$ cat config.mk
export PLATFORM = sky130hd
export DESIGN_NAME = knight_tour_search_unit
export DESIGN_NICKNAME = d
export VERILOG_FILES = /design/src/hw/rtl/kts_pkg.sv /design/src/hw/rtl/knight_tour_search_unit.sv /design/src/hw/rtl/kts_ctrl.sv /design/src/hw/rtl/kts_datapath.sv
export SDC_FILE = /design/constraint.sdc
export NUM_CORES = 1
export LEC_CHECK = 0
export BUFFER_PORTS_ARGS = -buffer_cell sky130_fd_sc_hd__buf_2
export CORE_UTILIZATION = 68
export CTS_CLUSTER_SIZE = 8
export DETAILED_ROUTE_END_ITERATION = 10
export HOLD_SLACK_MARGIN = 0.05
export PLACE_DENSITY = 0.85
export SLEW_MARGIN = 20
export SYNTH_ARGS = -nofsm -noshare
export SYNTH_HDL_FRONTEND = slang
export SYNTH_SLANG_ARGS = --single-unit
export TNS_END_PERCENT = 50
$ cat constraint.sdc
create_clock -name clock -period 15.5 [get_ports clock]
set_input_delay 1.55 -clock clock [delete_from_list [all_inputs] [get_ports clock]]
set_output_delay 1.55 -clock clock [all_outputs]
set_load 0.005 [all_outputs]
$ cat src/hw/rtl/kts_pkg.sv
`timescale 1ns / 1ps

package kts_pkg;

   // Field widths of the request and response payloads.
   localparam int unsigned COORD_W    = 5;
   localparam int unsigned AREA_W     = 10;
   localparam int unsigned MOVE_W     = 4;
   localparam int unsigned STATUS_W   = 2;
   localparam int unsigned REQ_DATA_W = 16;
   localparam int unsigned RSP_DATA_W = 16;

   // Move counter value once all eight knight moves have been tried.
   localparam logic [MOVE_W-1:0] MOVE_DONE = 4'd8;

   // Response status codes.
   localparam logic [STATUS_W-1:0] ST_SQUARE  = 2'd0;
   localparam logic [STATUS_W-1:0] ST_NO_TOUR = 2'd1;
   localparam logic [STATUS_W-1:0] ST_TOO_BIG = 2'd2;

   typedef enum logic [2:0] {
      S_IDLE,
      S_CHECK,
      S_STEP,
      S_POP_LOAD,
      S_FAIL,
      S_SAVE,
      S_EMIT_RD,
      S_EMIT_LD
   } state_type;

   // Commands from the controller to the datapath.
   typedef struct packed {
      logic load_req;
      logic init;
      logic try_move;
      logic pop;
      logic load_top;
      logic save_top;
      logic clear_emit;
      logic emit_read;
      logic emit_square;
      logic emit_big;
      logic emit_none;
   } cmd_type;

   // Status from the datapath to the controller.
   typedef struct packed {
      logic area_big;
      logic area_zero;
      logic depth_full;
      logic depth_one;
      logic move_done;
      logic out_empty;
      logic emit_last;
   } status_type;

   // Knight move offsets, ordered so landing squares come in column-then-row order.
   function automatic logic signed [2:0] col_step(input logic [2:0] m);
      logic signed [2:0] s;
      unique case (m)
         3'd0, 3'd1: s = -3'sd2;
         3'd2, 3'd3: s = -3'sd1;
         3'd4, 3'd5: s = 3'sd1;
         3'd6, 3'd7: s = 3'sd2;
      endcase
      return s;
   endfunction

   function automatic logic signed [2:0] row_step(input logic [2:0] m);
      logic signed [2:0] s;
      unique case (m)
         3'd0, 3'd6: s = -3'sd1;
         3'd1, 3'd7: s = 3'sd1;
         3'd2, 3'd4: s = -3'sd2;
         3'd3, 3'd5: s = 3'sd2;
      endcase
      return s;
   endfunction

endpackage

$ cat src/hw/rtl/knight_tour_search_unit.sv
`timescale 1ns / 1ps

// Knight's tour search unit.
// A request on the req_ channel carries a board size (rows, columns). The unit searches
// depth first, with backtracking, for an open knight's tour starting at A1, trying the
// moves from each square in order of landing column, then landing row.
// On success it returns one response per square in visiting order on the rsp_ channel,
// status 0 (tour square), with tlast on the final square. If no tour exists it returns
// a single response with status 1; if rows times columns exceeds MAX_SQUARES it returns
// a single response with status 2 and runs no search. Single responses carry tlast.
// One request is processed at a time. After acceptance, a check state tests the board
// size and sets up the search; then each move tried takes a step state and each
// backtrack a step state and a pop-load state (the stack memory read is registered). The
// total time is therefore set by the number of moves the search explores. Emission
// reads each square from the stack memory into the response register, which is refilled
// only after it has drained, so a new square is not loaded while the last one is unread.
// The response register decouples the sides: the last response of one request may sit
// unread while the next request is accepted and searched. When the receiver stalls,
// emission waits with the pending response held stable.
// Reset (synchronous, active high) returns the unit to idle with no response pending.
module knight_tour_search_unit #(
   parameter int unsigned MAX_SQUARES = 32
) (
   input  logic        clock,
   input  logic        reset,
   // Request stream: tdata [4:0] board_rows, [9:5] board_cols, [15:10] zero.
   input  logic        req_tvalid,
   output logic        req_tready,
   input  logic [15:0] req_tdata,
   // Response stream: tdata [4:0] square_col, [9:5] square_row, [15:10] zero.
   output logic        rsp_tvalid,
   input  logic        rsp_tready,
   output logic [15:0] rsp_tdata,
   // Response kind: tuser [1:0] status.
   output logic [1:0]  rsp_tuser,
   output logic        rsp_tlast
);

   kts_pkg::cmd_type    cmd;
   kts_pkg::status_type stat;

   logic [kts_pkg::COORD_W-1:0]  rsp_col;
   logic [kts_pkg::COORD_W-1:0]  rsp_row;
   logic [kts_pkg::STATUS_W-1:0] rsp_status;

   kts_ctrl u_ctrl (
      .clock      (clock),
      .reset      (reset),
      .req_tvalid (req_tvalid),
      .req_tready (req_tready),
      .stat       (stat),
      .cmd        (cmd)
   );

   kts_datapath #(
      .MAX_SQUARES (MAX_SQUARES)
   ) u_datapath (
      .clock      (clock),
      .reset      (reset),
      .req_rows   (req_tdata[4:0]),
      .req_cols   (req_tdata[9:5]),
      .cmd        (cmd),
      .stat       (stat),
      .rsp_tready (rsp_tready),
      .rsp_tvalid (rsp_tvalid),
      .rsp_status (rsp_status),
      .rsp_col    (rsp_col),
      .rsp_row    (rsp_row),
      .rsp_last   (rsp_tlast)
   );

   // The payload is packed here: column in the low bits, then row, zero padding above.
   assign rsp_tdata = {6'b000000, rsp_row, rsp_col};
   assign rsp_tuser = rsp_status;

endmodule

$ cat src/hw/rtl/kts_ctrl.sv
`timescale 1ns / 1ps

module kts_ctrl (
   input  logic                clock,
   input  logic                reset,
   input  logic                req_tvalid,
   output logic                req_tready,
   input  kts_pkg::status_type stat,
   output kts_pkg::cmd_type    cmd
);

   kts_pkg::state_type state_ff;
   kts_pkg::state_type state_in;

   always_ff @(posedge clock) begin
      if (reset) begin
         state_ff <= kts_pkg::S_IDLE;
      end else begin
         state_ff <= state_in;
      end
   end

   always_comb begin
      state_in = state_ff;
      unique case (state_ff)
         kts_pkg::S_IDLE: begin
            if (req_tvalid) state_in = kts_pkg::S_CHECK;
         end
         kts_pkg::S_CHECK: begin
            if (stat.area_big || stat.area_zero) begin
               if (stat.out_empty) state_in = kts_pkg::S_IDLE;
            end else begin
               state_in = kts_pkg::S_STEP;
            end
         end
         kts_pkg::S_STEP: begin
            priority if (stat.depth_full) begin
               state_in = kts_pkg::S_SAVE;
            end else if (stat.move_done) begin
               state_in = stat.depth_one ? kts_pkg::S_FAIL : kts_pkg::S_POP_LOAD;
            end
         end
         kts_pkg::S_POP_LOAD: state_in = kts_pkg::S_STEP;
         kts_pkg::S_FAIL: begin
            if (stat.out_empty) state_in = kts_pkg::S_IDLE;
         end
         kts_pkg::S_SAVE: state_in = kts_pkg::S_EMIT_RD;
         kts_pkg::S_EMIT_RD: begin
            if (stat.out_empty) state_in = kts_pkg::S_EMIT_LD;
         end
         kts_pkg::S_EMIT_LD: begin
            state_in = stat.emit_last ? kts_pkg::S_IDLE : kts_pkg::S_EMIT_RD;
         end
      endcase
   end

   always_comb begin
      cmd        = '0;
      req_tready = 1'b0;
      unique case (state_ff)
         kts_pkg::S_IDLE: begin
            req_tready   = 1'b1;
            cmd.load_req = req_tvalid;
         end
         kts_pkg::S_CHECK: begin
            if (stat.area_big || stat.area_zero) begin
               cmd.emit_big  = stat.out_empty && stat.area_big;
               cmd.emit_none = stat.out_empty && !stat.area_big;
            end else begin
               cmd.init = 1'b1;
            end
         end
         kts_pkg::S_STEP: begin
            priority if (stat.depth_full) begin
               cmd.try_move = 1'b0;
            end else if (stat.move_done) begin
               cmd.pop = 1'b1;
            end else begin
               cmd.try_move = 1'b1;
            end
         end
         kts_pkg::S_POP_LOAD: cmd.load_top = 1'b1;
         kts_pkg::S_FAIL:     cmd.emit_none = stat.out_empty;
         kts_pkg::S_SAVE: begin
            cmd.save_top   = 1'b1;
            cmd.clear_emit = 1'b1;
         end
         kts_pkg::S_EMIT_RD:  cmd.emit_read = stat.out_empty;
         kts_pkg::S_EMIT_LD:  cmd.emit_square = 1'b1;
      endcase
   end

endmodule

$ cat src/hw/rtl/kts_datapath.sv
`timescale 1ns / 1ps

module kts_datapath #(
   parameter int unsigned MAX_SQUARES = 32
) (
   input  logic                                clock,
   input  logic                                reset,
   input  logic [kts_pkg::COORD_W-1:0]         req_rows,
   input  logic [kts_pkg::COORD_W-1:0]         req_cols,
   input  kts_pkg::cmd_type                    cmd,
   output kts_pkg::status_type                 stat,
   input  logic                                rsp_tready,
   output logic                                rsp_tvalid,
   output logic [kts_pkg::STATUS_W-1:0]        rsp_status,
   output logic [kts_pkg::COORD_W-1:0]         rsp_col,
   output logic [kts_pkg::COORD_W-1:0]         rsp_row,
   output logic                                rsp_last
);

   localparam int unsigned CW      = kts_pkg::COORD_W;
   localparam int unsigned MW      = kts_pkg::MOVE_W;
   localparam int unsigned AW      = kts_pkg::AREA_W;
   localparam int unsigned IDX_W   = (MAX_SQUARES > 1) ? $clog2(MAX_SQUARES) : 1;
   localparam int unsigned DEP_W   = $clog2(MAX_SQUARES + 1);
   localparam int unsigned ENTRY_W = 2 * CW + MW + IDX_W;
   localparam int unsigned NC_W    = CW + 2;
   localparam int unsigned OFF_W   = 12;

   // Board geometry of the current request.
   logic [CW-1:0]          rows_ff;
   logic [CW-1:0]          cols_ff;
   logic [AW-1:0]          area_ff;

   // Top of the path, kept in registers; the squares below it live in the stack memory.
   logic [CW-1:0]          top_col_ff,  top_col_in;
   logic [CW-1:0]          top_row_ff,  top_row_in;
   logic [MW-1:0]          top_move_ff, top_move_in;
   logic [IDX_W-1:0]       top_idx_ff,  top_idx_in;
   logic [DEP_W-1:0]       depth_ff,    depth_in;
   logic [MAX_SQUARES-1:0] visited_ff,  visited_in;
   logic [IDX_W-1:0]       emit_k_ff;

   logic [ENTRY_W-1:0]     stack_mem [MAX_SQUARES];
   logic [ENTRY_W-1:0]     rd_data_ff;
   logic                   mem_we;
   logic                   mem_re;
   logic [IDX_W-1:0]       mem_waddr;
   logic [IDX_W-1:0]       mem_raddr;
   logic [ENTRY_W-1:0]     mem_wdata;

   logic                   rsp_valid_ff;
   logic [kts_pkg::STATUS_W-1:0] rsp_status_ff;
   logic [CW-1:0]          rsp_col_ff;
   logic [CW-1:0]          rsp_row_ff;
   logic                   rsp_last_ff;

   // Candidate landing square for the move under trial.
   logic signed [2:0]      dc;
   logic signed [2:0]      dr;
   logic signed [NC_W-1:0] nc;
   logic signed [NC_W-1:0] nr;
   logic [CW:0]            row_mag;
   logic signed [OFF_W-1:0] row_off;
   logic signed [OFF_W-1:0] cand_idx;
   logic [IDX_W-1:0]       cand_sel;
   logic                   cand_ok;
   logic [MW-1:0]          move_plus;
   logic [DEP_W-1:0]       depth_m1;
   logic [DEP_W-1:0]       depth_m2;
   logic [AW-1:0]          area_req;
   logic [CW-1:0]          rd_col;
   logic [CW-1:0]          rd_row;
   logic [MW-1:0]          rd_move;
   logic [IDX_W-1:0]       rd_idx;

   assign area_req = AW'(req_rows) * AW'(req_cols);

   assign dc = kts_pkg::col_step(top_move_ff[2:0]);
   assign dr = kts_pkg::row_step(top_move_ff[2:0]);
   assign nc = $signed({2'b00, top_col_ff}) + NC_W'(dc);
   assign nr = $signed({2'b00, top_row_ff}) + NC_W'(dr);

   // Linear index moves by dr*cols + dc; |dr| is one or two, so a shift does it.
   assign row_mag  = (dr == 3'sd2 || dr == -3'sd2) ? {cols_ff, 1'b0} : {1'b0, cols_ff};
   assign row_off  = dr[2] ? -$signed({{(OFF_W-CW-1){1'b0}}, row_mag})
                           : $signed({{(OFF_W-CW-1){1'b0}}, row_mag});
   assign cand_idx = $signed({{(OFF_W-IDX_W){1'b0}}, top_idx_ff}) + row_off + OFF_W'(dc);
   assign cand_sel = cand_idx[IDX_W-1:0];

   assign cand_ok = !nc[NC_W-1] && (nc[CW:0] < {1'b0, cols_ff})
                 && !nr[NC_W-1] && (nr[CW:0] < {1'b0, rows_ff})
                 && !visited_ff[cand_sel];

   assign move_plus = top_move_ff + MW'(1);
   assign depth_m1  = depth_ff - DEP_W'(1);
   assign depth_m2  = depth_ff - DEP_W'(2);

   assign {rd_col, rd_row, rd_move, rd_idx} = rd_data_ff;

   // Stack memory: pushes and the final top save write, backtracks and emission read.
   assign mem_we    = (cmd.try_move && cand_ok) || cmd.save_top;
   assign mem_waddr = IDX_W'(depth_m1);
   assign mem_wdata = {top_col_ff, top_row_ff, move_plus, top_idx_ff};
   assign mem_re    = cmd.pop || cmd.emit_read;
   assign mem_raddr = cmd.pop ? IDX_W'(depth_m2) : emit_k_ff;

   always_ff @(posedge clock) begin
      if (mem_we) stack_mem[mem_waddr] <= mem_wdata;
      if (mem_re) rd_data_ff <= stack_mem[mem_raddr];
   end

   always_comb begin
      top_col_in  = top_col_ff;
      top_row_in  = top_row_ff;
      top_move_in = top_move_ff;
      top_idx_in  = top_idx_ff;
      depth_in    = depth_ff;
      visited_in  = visited_ff;
      priority if (cmd.init) begin
         top_col_in  = '0;
         top_row_in  = '0;
         top_move_in = '0;
         top_idx_in  = '0;
         depth_in    = DEP_W'(1);
         visited_in  = MAX_SQUARES'(1);
      end else if (cmd.try_move) begin
         if (cand_ok) begin
            top_col_in           = nc[CW-1:0];
            top_row_in           = nr[CW-1:0];
            top_move_in          = '0;
            top_idx_in           = cand_sel;
            depth_in             = depth_ff + DEP_W'(1);
            visited_in[cand_sel] = 1'b1;
         end else begin
            top_move_in = move_plus;
         end
      end else if (cmd.pop) begin
         visited_in[top_idx_ff] = 1'b0;
         depth_in               = depth_m1;
      end else if (cmd.load_top) begin
         top_col_in  = rd_col;
         top_row_in  = rd_row;
         top_move_in = rd_move;
         top_idx_in  = rd_idx;
      end
   end

   always_ff @(posedge clock) begin
      if (reset) begin
         depth_ff   <= '0;
         visited_ff <= '0;
      end else begin
         depth_ff   <= depth_in;
         visited_ff <= visited_in;
      end
      top_col_ff  <= top_col_in;
      top_row_ff  <= top_row_in;
      top_move_ff <= top_move_in;
      top_idx_ff  <= top_idx_in;
   end

   always_ff @(posedge clock) begin
      if (cmd.load_req) begin
         rows_ff <= req_rows;
         cols_ff <= req_cols;
         area_ff <= area_req;
      end
      if (cmd.clear_emit) begin
         emit_k_ff <= '0;
      end else if (cmd.emit_square) begin
         emit_k_ff <= emit_k_ff + IDX_W'(1);
      end
   end

   // Response register; it is loaded only while empty.
   always_ff @(posedge clock) begin
      if (reset) begin
         rsp_valid_ff <= 1'b0;
      end else if (cmd.emit_square || cmd.emit_big || cmd.emit_none) begin
         rsp_valid_ff <= 1'b1;
      end else if (rsp_tready) begin
         rsp_valid_ff <= 1'b0;
      end
   end

   always_ff @(posedge clock) begin
      if (cmd.emit_square) begin
         rsp_status_ff <= kts_pkg::ST_SQUARE;
         rsp_col_ff    <= rd_col;
         rsp_row_ff    <= rd_row;
         rsp_last_ff   <= stat.emit_last;
      end else if (cmd.emit_big || cmd.emit_none) begin
         rsp_status_ff <= cmd.emit_big ? kts_pkg::ST_TOO_BIG : kts_pkg::ST_NO_TOUR;
         rsp_col_ff    <= '0;
         rsp_row_ff    <= '0;
         rsp_last_ff   <= 1'b1;
      end
   end

   assign stat.area_big   = area_ff > AW'(MAX_SQUARES);
   assign stat.area_zero  = area_ff == '0;
   assign stat.depth_full = AW'(depth_ff) == area_ff;
   assign stat.depth_one  = depth_ff == DEP_W'(1);
   assign stat.move_done  = top_move_ff == kts_pkg::MOVE_DONE;
   assign stat.out_empty  = !rsp_valid_ff;
   assign stat.emit_last  = AW'(emit_k_ff) == (area_ff - AW'(1));

   assign rsp_tvalid = rsp_valid_ff;
   assign rsp_status = rsp_status_ff;
   assign rsp_col    = rsp_col_ff;
   assign rsp_row    = rsp_row_ff;
   assign rsp_last   = rsp_last_ff;

endmodule
# Word level (Yosys, flattened, before mapping)
# Memory sizes are Yosys's and may differ from the RTL's. A register that Yosys moved wholly into a read port is not among the register bits.
# Cells that the tools add are included.
# totals
ff_bits,99
latch_bits,0
mem_bits_rw,608
romBits,48
in_bits,20
output_inout_bits,21
n_memories,3
# classes
add_sub_neg,11
n_mul,1
div_mod_pow,0
order_cmp,7
n_eq_ne,19
n_shift,0
muxes,72
bitwise_logic,3
n_reduce_logical,34
# mem_list
name,words,word_bits,rd,rd_ports_with_merged_regs,wr,line_no,text
u_datapath.stack_mem,32,19,1,1,1,kts_datapath.sv:43,logic [ENTRY_W-1:0] stack_mem [MAX_SQUARES];
(no name shown),8,3,1,1,0,kts_pkg.sv:72,unique case (m)
(no name shown),8,3,1,1,0,kts_pkg.sv:61,unique case (m)
# op_table
op,n
$mux 32,3
$mux 5,18
$mux 3,12
$and 32x32->32,1
$not 32->32,1
$or 32x32->32,1
$pmux 3 s8,1
$mux 1,23
$mux 6,3
$mux 4,4
$eq 3x3->1 const B,5
$add 6x3->7,2
$lt 5x6->1 const B,2
$lt 6x5->1,2
$demux 1 s5,2
$eq 5x10->1,1
$eq 6x10->1,1
$ge 5x1->1 const B,2
$gt 10x6->1 const B,1
$logic_not 10->1,1
$mul 5x5->10,1
$sub 10x1->10 const B,1
$eq 3x2->1 const B,3
$logic_and 1x1->1,9
other kinds (25),47

# Logic depth before layout (Yosys ltp)
# depth
ltp_word,15
ltp_mapped,18

# By module
# From an unflattened synthesis, not the netlist that was laid out.
# hier_totals
hier_cells,1815
hier_area_um2,31017.2
# by_module_without_submodules
module,n_inst,cells_per_inst,area_each_um2,seq_area_each_um2
kts_datapath,1,1760,30601.8,21180.3
kts_ctrl,1,48,366.6,60.1
knight_tour_search_unit,1,7,48.8,0.0

# Least setup slack after synthesis
# Ideal clock, no wire load.
# synth_path
path_kind,register to register
startpoint,register u_datapath.cols_ff[0]
endpoint,memory u_datapath.stack_mem[28][0] in the netlist's numbering (enable)
setup_time_ps,395
t_arrival_ps,4921
t_required_ps,15105
setup_slack_ps,10185
path_stages_with_launch,16
path_buffers,3
period_less_slack_ps,5315
cell_sequence,edfxtp_1 clkbuf_1 o21ai_0 o21ai_0 a221o_1 fa_1 inv_1 fa_1 xor2_1 mux4_2 mux2_2 nor3_2 buf_4 buf_4 o21ai_2 nor2_1
# synth_between
elab_chain_len,13
word_cells_on_any_way,17
# synth_lines
item,line_no,text
"start, declared",kts_datapath.sv:31,logic [CW-1:0] cols_ff;
"start signal, assigned",kts_datapath.sv:165,cols_ff <= req_cols;
$mux 5,kts_datapath.sv:84,"assign row_mag = (dr == 3'sd2 || dr == -3'sd2) ? {cols_ff, 1'b0} : {1'b0, cols_ff};"
$neg 5->5,kts_datapath.sv:85,"assign row_off = dr[2] ? -$signed({{(OFF_W-CW-1){1'b0}}, row_mag})"
$mux 5,kts_datapath.sv:85,
$add 5x5->5,kts_datapath.sv:87,"assign cand_idx = $signed({{(OFF_W-IDX_W){1'b0}}, top_idx_ff}) + row_off + OFF_W'(dc);"
$add 5x3->5,kts_datapath.sv:87,
$bmux 1 s5,kts_datapath.sv:92,&& !visited_ff[cand_sel];
$mux 1 (implied by the code),kts_datapath.sv:92,
$logic_not 1->1,kts_datapath.sv:92,
$logic_and 1x1->1 (*),kts_datapath.sv:92,
$logic_and 1x1->1 (*),kts_datapath.sv:101,assign mem_we = (cmd.try_move && cand_ok) || cmd.save_top;
$logic_or 1x1->1 (*),kts_datapath.sv:101,
$mux 1 (*),kts_datapath.sv:108,if (mem_we) stack_mem[mem_waddr] <= mem_wdata;
$mux 1 (implied by the code) (*),kts_datapath.sv:108,
"end, declared",kts_datapath.sv:43,
# Every way passes the cells marked *; elsewhere a longest branch is shown, timed or not. The select of a mux whose other input is x is not followed.

# Worst setup path after layout
# layout_path
startpoint,register u_datapath.dr[1] (netlist name)
endpoint,memory u_datapath.stack_mem[22][13] in the netlist's numbering (enable)
# layout_between
elab_chain_len,15
word_cells_on_any_way,21
# layout_lines
item,line_no
$eq 3x3->1 or $eq 3x2->1 (tied branches),kts_datapath.sv:84
$logic_or 1x1->1,kts_datapath.sv:84
$mux 5,kts_datapath.sv:84
$neg 5->5,kts_datapath.sv:85
$mux 5,kts_datapath.sv:85
$add 5x5->5,kts_datapath.sv:87
$add 5x3->5,kts_datapath.sv:87
$bmux 1 s5,kts_datapath.sv:92
$mux 1 (implied by the code),kts_datapath.sv:92
$logic_not 1->1,kts_datapath.sv:92
$logic_and 1x1->1 (*),kts_datapath.sv:92
$logic_and 1x1->1 (*),kts_datapath.sv:101
$logic_or 1x1->1 (*),kts_datapath.sv:101
$mux 1 (*),kts_datapath.sv:108
$mux 1 (implied by the code) (*),kts_datapath.sv:108
# Marks and branches as above.

==> qor.csv <==
stage;metric;value;unit
sta;setup TNS;0;ps
sta;clk_skew;49.1;ps
worst_setup_path;crit path DAT;6340;ps
logic_synthesis;Seq cells post-synth;732;
logic_synthesis;Post-Syn Area per Cell;13.3;µm²
layout;diode count;0;
sta;minimum clock period;6110;ps
sta;fmax;164;MHz
cts;CTS tree;done;
global_routing;Total GRT Usage;35.2;%
worst_setup_path;Critical Path, Cell by Cell;inv_1 > nor2_1 > o22ai_1 > a221o_1 > fa_1 > inv_1 > fa_1 > xor2_1 > mux4_2 > mux2_2 > nor3_2 > buf_4 > o21ai_2 > nor2_2;
worst_setup_path;crit end category;flip-flop;
logic_synthesis;asr flop ratio synth;0;%
worst_setup_path;crit-path max cell delay;980;ps
floorplanning;DIE WIDTH;217;µm
worst_setup_path;Worst EP required;15720;ps
layout;most frequent cells in the layout;658 x edfxtp_1, 372 x nand2_1, 187 x mux2i_1;
sta;Max transition margin;18.5;%
worst_setup_path;CP delay by family, top;simple AND/OR/NAND/NOR gates;
flow_run;Max-cap violations;0;
sta;Setup-failing EPs final;0;
cts;TritonCTS buffer count;101;
cts;Clock Path Buffers;3;
global_routing;vias in the first global route;20600;
sta;RSZ-0062 raised after global routing;false;
logic_synthesis;sequential-to-total area share from yosys stat;67.5;%
layout;fin area;0.0352;mm²
logic_synthesis;Synth Instances;2367;
layout;synth-to-layout area growth;11.9;%
cts;Post-CTS Resized;0;
drt;DR iter-0 viols;3180;
global_routing;initial antenna violation count;0;
cts;root buffer cell;clkbuf_16;
drt;Avg Vias per Cell;6.89;
sta;period utilisation layout;39.4;%
layout;Fill cells;2436;
worst_setup_path;Worst setup SP type;flip-flop;
layout;commonest non-fill, non-tap cell in the layout;edfxtp_1;
global_routing;first-pass GRT wire length;122000;µm
floorplanning;Initial Util;69.2;%
global_routing;largest net degree at the start of global routing;89;
global_routing;gr ovfl total;0;
floorplanning;Ports;41;
layout;layout cells sized above 1;10.6;%
cts;H-tree depth;3;
floorplanning;core box area;0.0455;mm²
logic_synthesis;cell area after synthesis;0.0315;mm²
logic_synthesis;Unique masters post-synth;77;
cts;cts hold-fix bufs;0;
logic_synthesis;Primary FF master, synth;edfxtp_1;
drt;drt pass-1 iters;6;
layout;fin nets;2500;
sta;measured slew at the worst slew-check pin;1220;ps
worst_setup_path;critical path class;reg2reg;
cts;Clock transition at path regs;50;ps
drt;WL final;82200;µm
place;placed instance area;0.0323;mm²
logic_synthesis;count of warnings emitted by yosys;0;
floorplanning;# rows;78;
cts;Worst-Skew Late Latency;650;ps
drt;# DRC;0;
cts;Post-CTS Setup Bufs;0;
place;Placer Congestion;0.939;
place;Port Buffer Count;28;
place;dpl hpwl;45800;µm
pwr;Pleak;0.0127;µW
pwr;PwrDens;148;mW/mm²
outcome;status;finished clean;
logic_synthesis;Post-synth EDFFs;658;
drt;routed via count;20900;
sta;count of final hold-check violations;0;
place;Setup WS pre-CTS;9170;ps
worst_setup_path;CP max stage cell;nor2_2;
floorplanning;die area;0.0471;mm²
drt;Final ANT Viol Nets;0;
worst_hold_path;hold crit path type;reg2reg;
drt;Wirelength per Cell;27.1;µm
floorplanning;Die Ht;217;µm
cts;Sink Count;732;
worst_setup_path;CP Buf/Inv Count;3;
worst_setup_path;Crit Path Max Fanout;20;
pwr;worst vdd ir;0.000108;V
sta;worst setup margin;9390;ps
sta;Final Max Slew Viols;0;
pwr;Final Power;5220;µW
-- registers in the layout, indices dropped and copies added, names as in the netlist --
| name | flops |
|---|---|
| u_datapath.top_move_ff | 4 |
| u_datapath.cols_ff | 5 |
| u_datapath.visited_ff | 32 |
| u_datapath.rsp_status | 2 |
| u_datapath.dr | 3 |
| u_datapath.area_ff | 10 |
| u_datapath.dc | 3 |
| u_datapath.emit_k_ff | 5 |
| u_ctrl.state_ff | 3 |
| u_datapath.rows_ff | 5 |
| u_datapath.top_idx_ff | 5 |
| u_datapath.stack_mem | 608 |
| u_datapath.rsp_row | 5 |
| u_datapath.rsp_last | 1 |
| u_datapath.top_row_ff | 5 |
| u_datapath.rsp_tvalid | 1 |
| u_datapath.rsp_col | 5 |
| u_datapath.top_col_ff | 5 |
| u_datapath.rd_data_ff | 19 |
| u_datapath.depth_ff | 6 |
-- final timing paths --
| kind | startpoint | to | slack (ps) | depth (start not counted) |
|---|---|---|---|---|
| max reg2reg | u_datapath.dr[1] | u_datapath.stack_mem[22][13] | 9390 | 14 |
| min reg2reg | u_datapath.rsp_status[0] | u_datapath.rsp_status[0] | 460 | 2 |
| max | u_datapath.dr[1] | u_datapath.stack_mem[22][13] | 9390 | 14 |
| min | u_datapath.rsp_status[0] | u_datapath.rsp_status[0] | 460 | 2 |
-- cell families after synthesis --
logic type	count (synthesis)	synth area share, %
AND/OR/NAND/NOR	814	11.5
flip-flops	732	67.5
AO/OA/AOI/OAI	319	7.30
multiplexers	201	6.80
buffers and inverters	190	2.51
adder cells (fa/ha/maj)	69	3.10
XOR/XNOR	41	1.21
other	1	0.0119
-- per-stage QoR --
step / util, % / hold WS [ps] / cells
final: 77.4 / 464 / 3036
after CTS: 77.0 / 465 / 3033
after detailed placement: 71.0 / 457 / 2905
after global placement: 70.9 / 442 / 2905
after global routing: 77.4 / 528 / 3036
after floorplan: - / 452 / 2372
-- tightest hold or removal path: cells and delay by family, from the launching register on --
kind                   cells  cell delay [ps]
AO/OA/AOI/OAI              1               60
flip-flops                 1              300
buffers and inverters      1               50
-- report_power, final --
| part | total [µW] | internal (µW) | switching, µW | leakage (µW) |
|---|---|---|---|---|
| clock network | 1960 | 1170 | 790 | 0.00133 |
| logic | 869 | 254 | 615 | 0.00472 |
| registers | 2390 | 2360 | 32.2 | 0.00664 |
| total | 5220 | 3780 | 1440 | 0.0127 |
-- layout make-up --
type	instances	area, µm²	area share, %
repair buffers	71	480	1.36
inverters	55	206	0.587
multi-input cells	1450	9770	27.8
well taps	600	751	2.13
clock inverters	7	129	0.366
clock buffers	121	2620	7.45
flip-flops and latches	732	21200	60.3
-- synth_stat cells (4+ instances only) --
cell | instances | area share (%)
nor3_1 | 16 | 0.25
mux2i_1 | 188 | 6.0
dfxtp_1 | 74 | 4.7
nand2b_1 | 10 | 0.20
a21o_1 | 9 | 0.21
and3b_1 | 4 | 0.11
a32oi_1 | 78 | 2.2
buf_2 | 23 | 0.37
inv_1 | 55 | 0.66
a21oi_1 | 34 | 0.54
a211oi_1 | 5 | 0.12
and2_1 | 30 | 0.60
xor2_1 | 11 | 0.31
o211ai_1 | 54 | 1.3
buf_4 | 8 | 0.19
and3_1 | 8 | 0.16
ha_1 | 54 | 2.1
edfxtp_1 | 658 | 63
o21ai_1 | 12 | 0.19
nor2b_1 | 6 | 0.12
nand2_1 | 373 | 4.5
o21bai_1 | 5 | 0.12
a31oi_1 | 25 | 0.50
nor2_1 | 179 | 2.1
nand4_1 | 26 | 0.52
xnor2_1 | 28 | 0.78
fa_1 | 15 | 0.95
clkbuf_1 | 81 | 0.97
buf_1 | 20 | 0.24
nor4_1 | 7 | 0.14
o2111ai_1 | 18 | 0.50
o21ai_0 | 46 | 0.73
mux4_2 | 10 | 0.72
nand3_1 | 123 | 2.0
or3_1 | 5 | 0.099
nand3b_1 | 5 | 0.12
-- layer usage --
metal | vias up | part of all wire, % | global-route usage, %
met5 | - | 0 | 0
met4 | 0 | 5.8 | 20.7
met3 | 274 | 12 | 8.11
met2 | 1582 | 48 | 55.7
met1 | 10200 | 35 | 44.8
li1 | 8908 | - | -
Power figures use the tool's default switching activity.
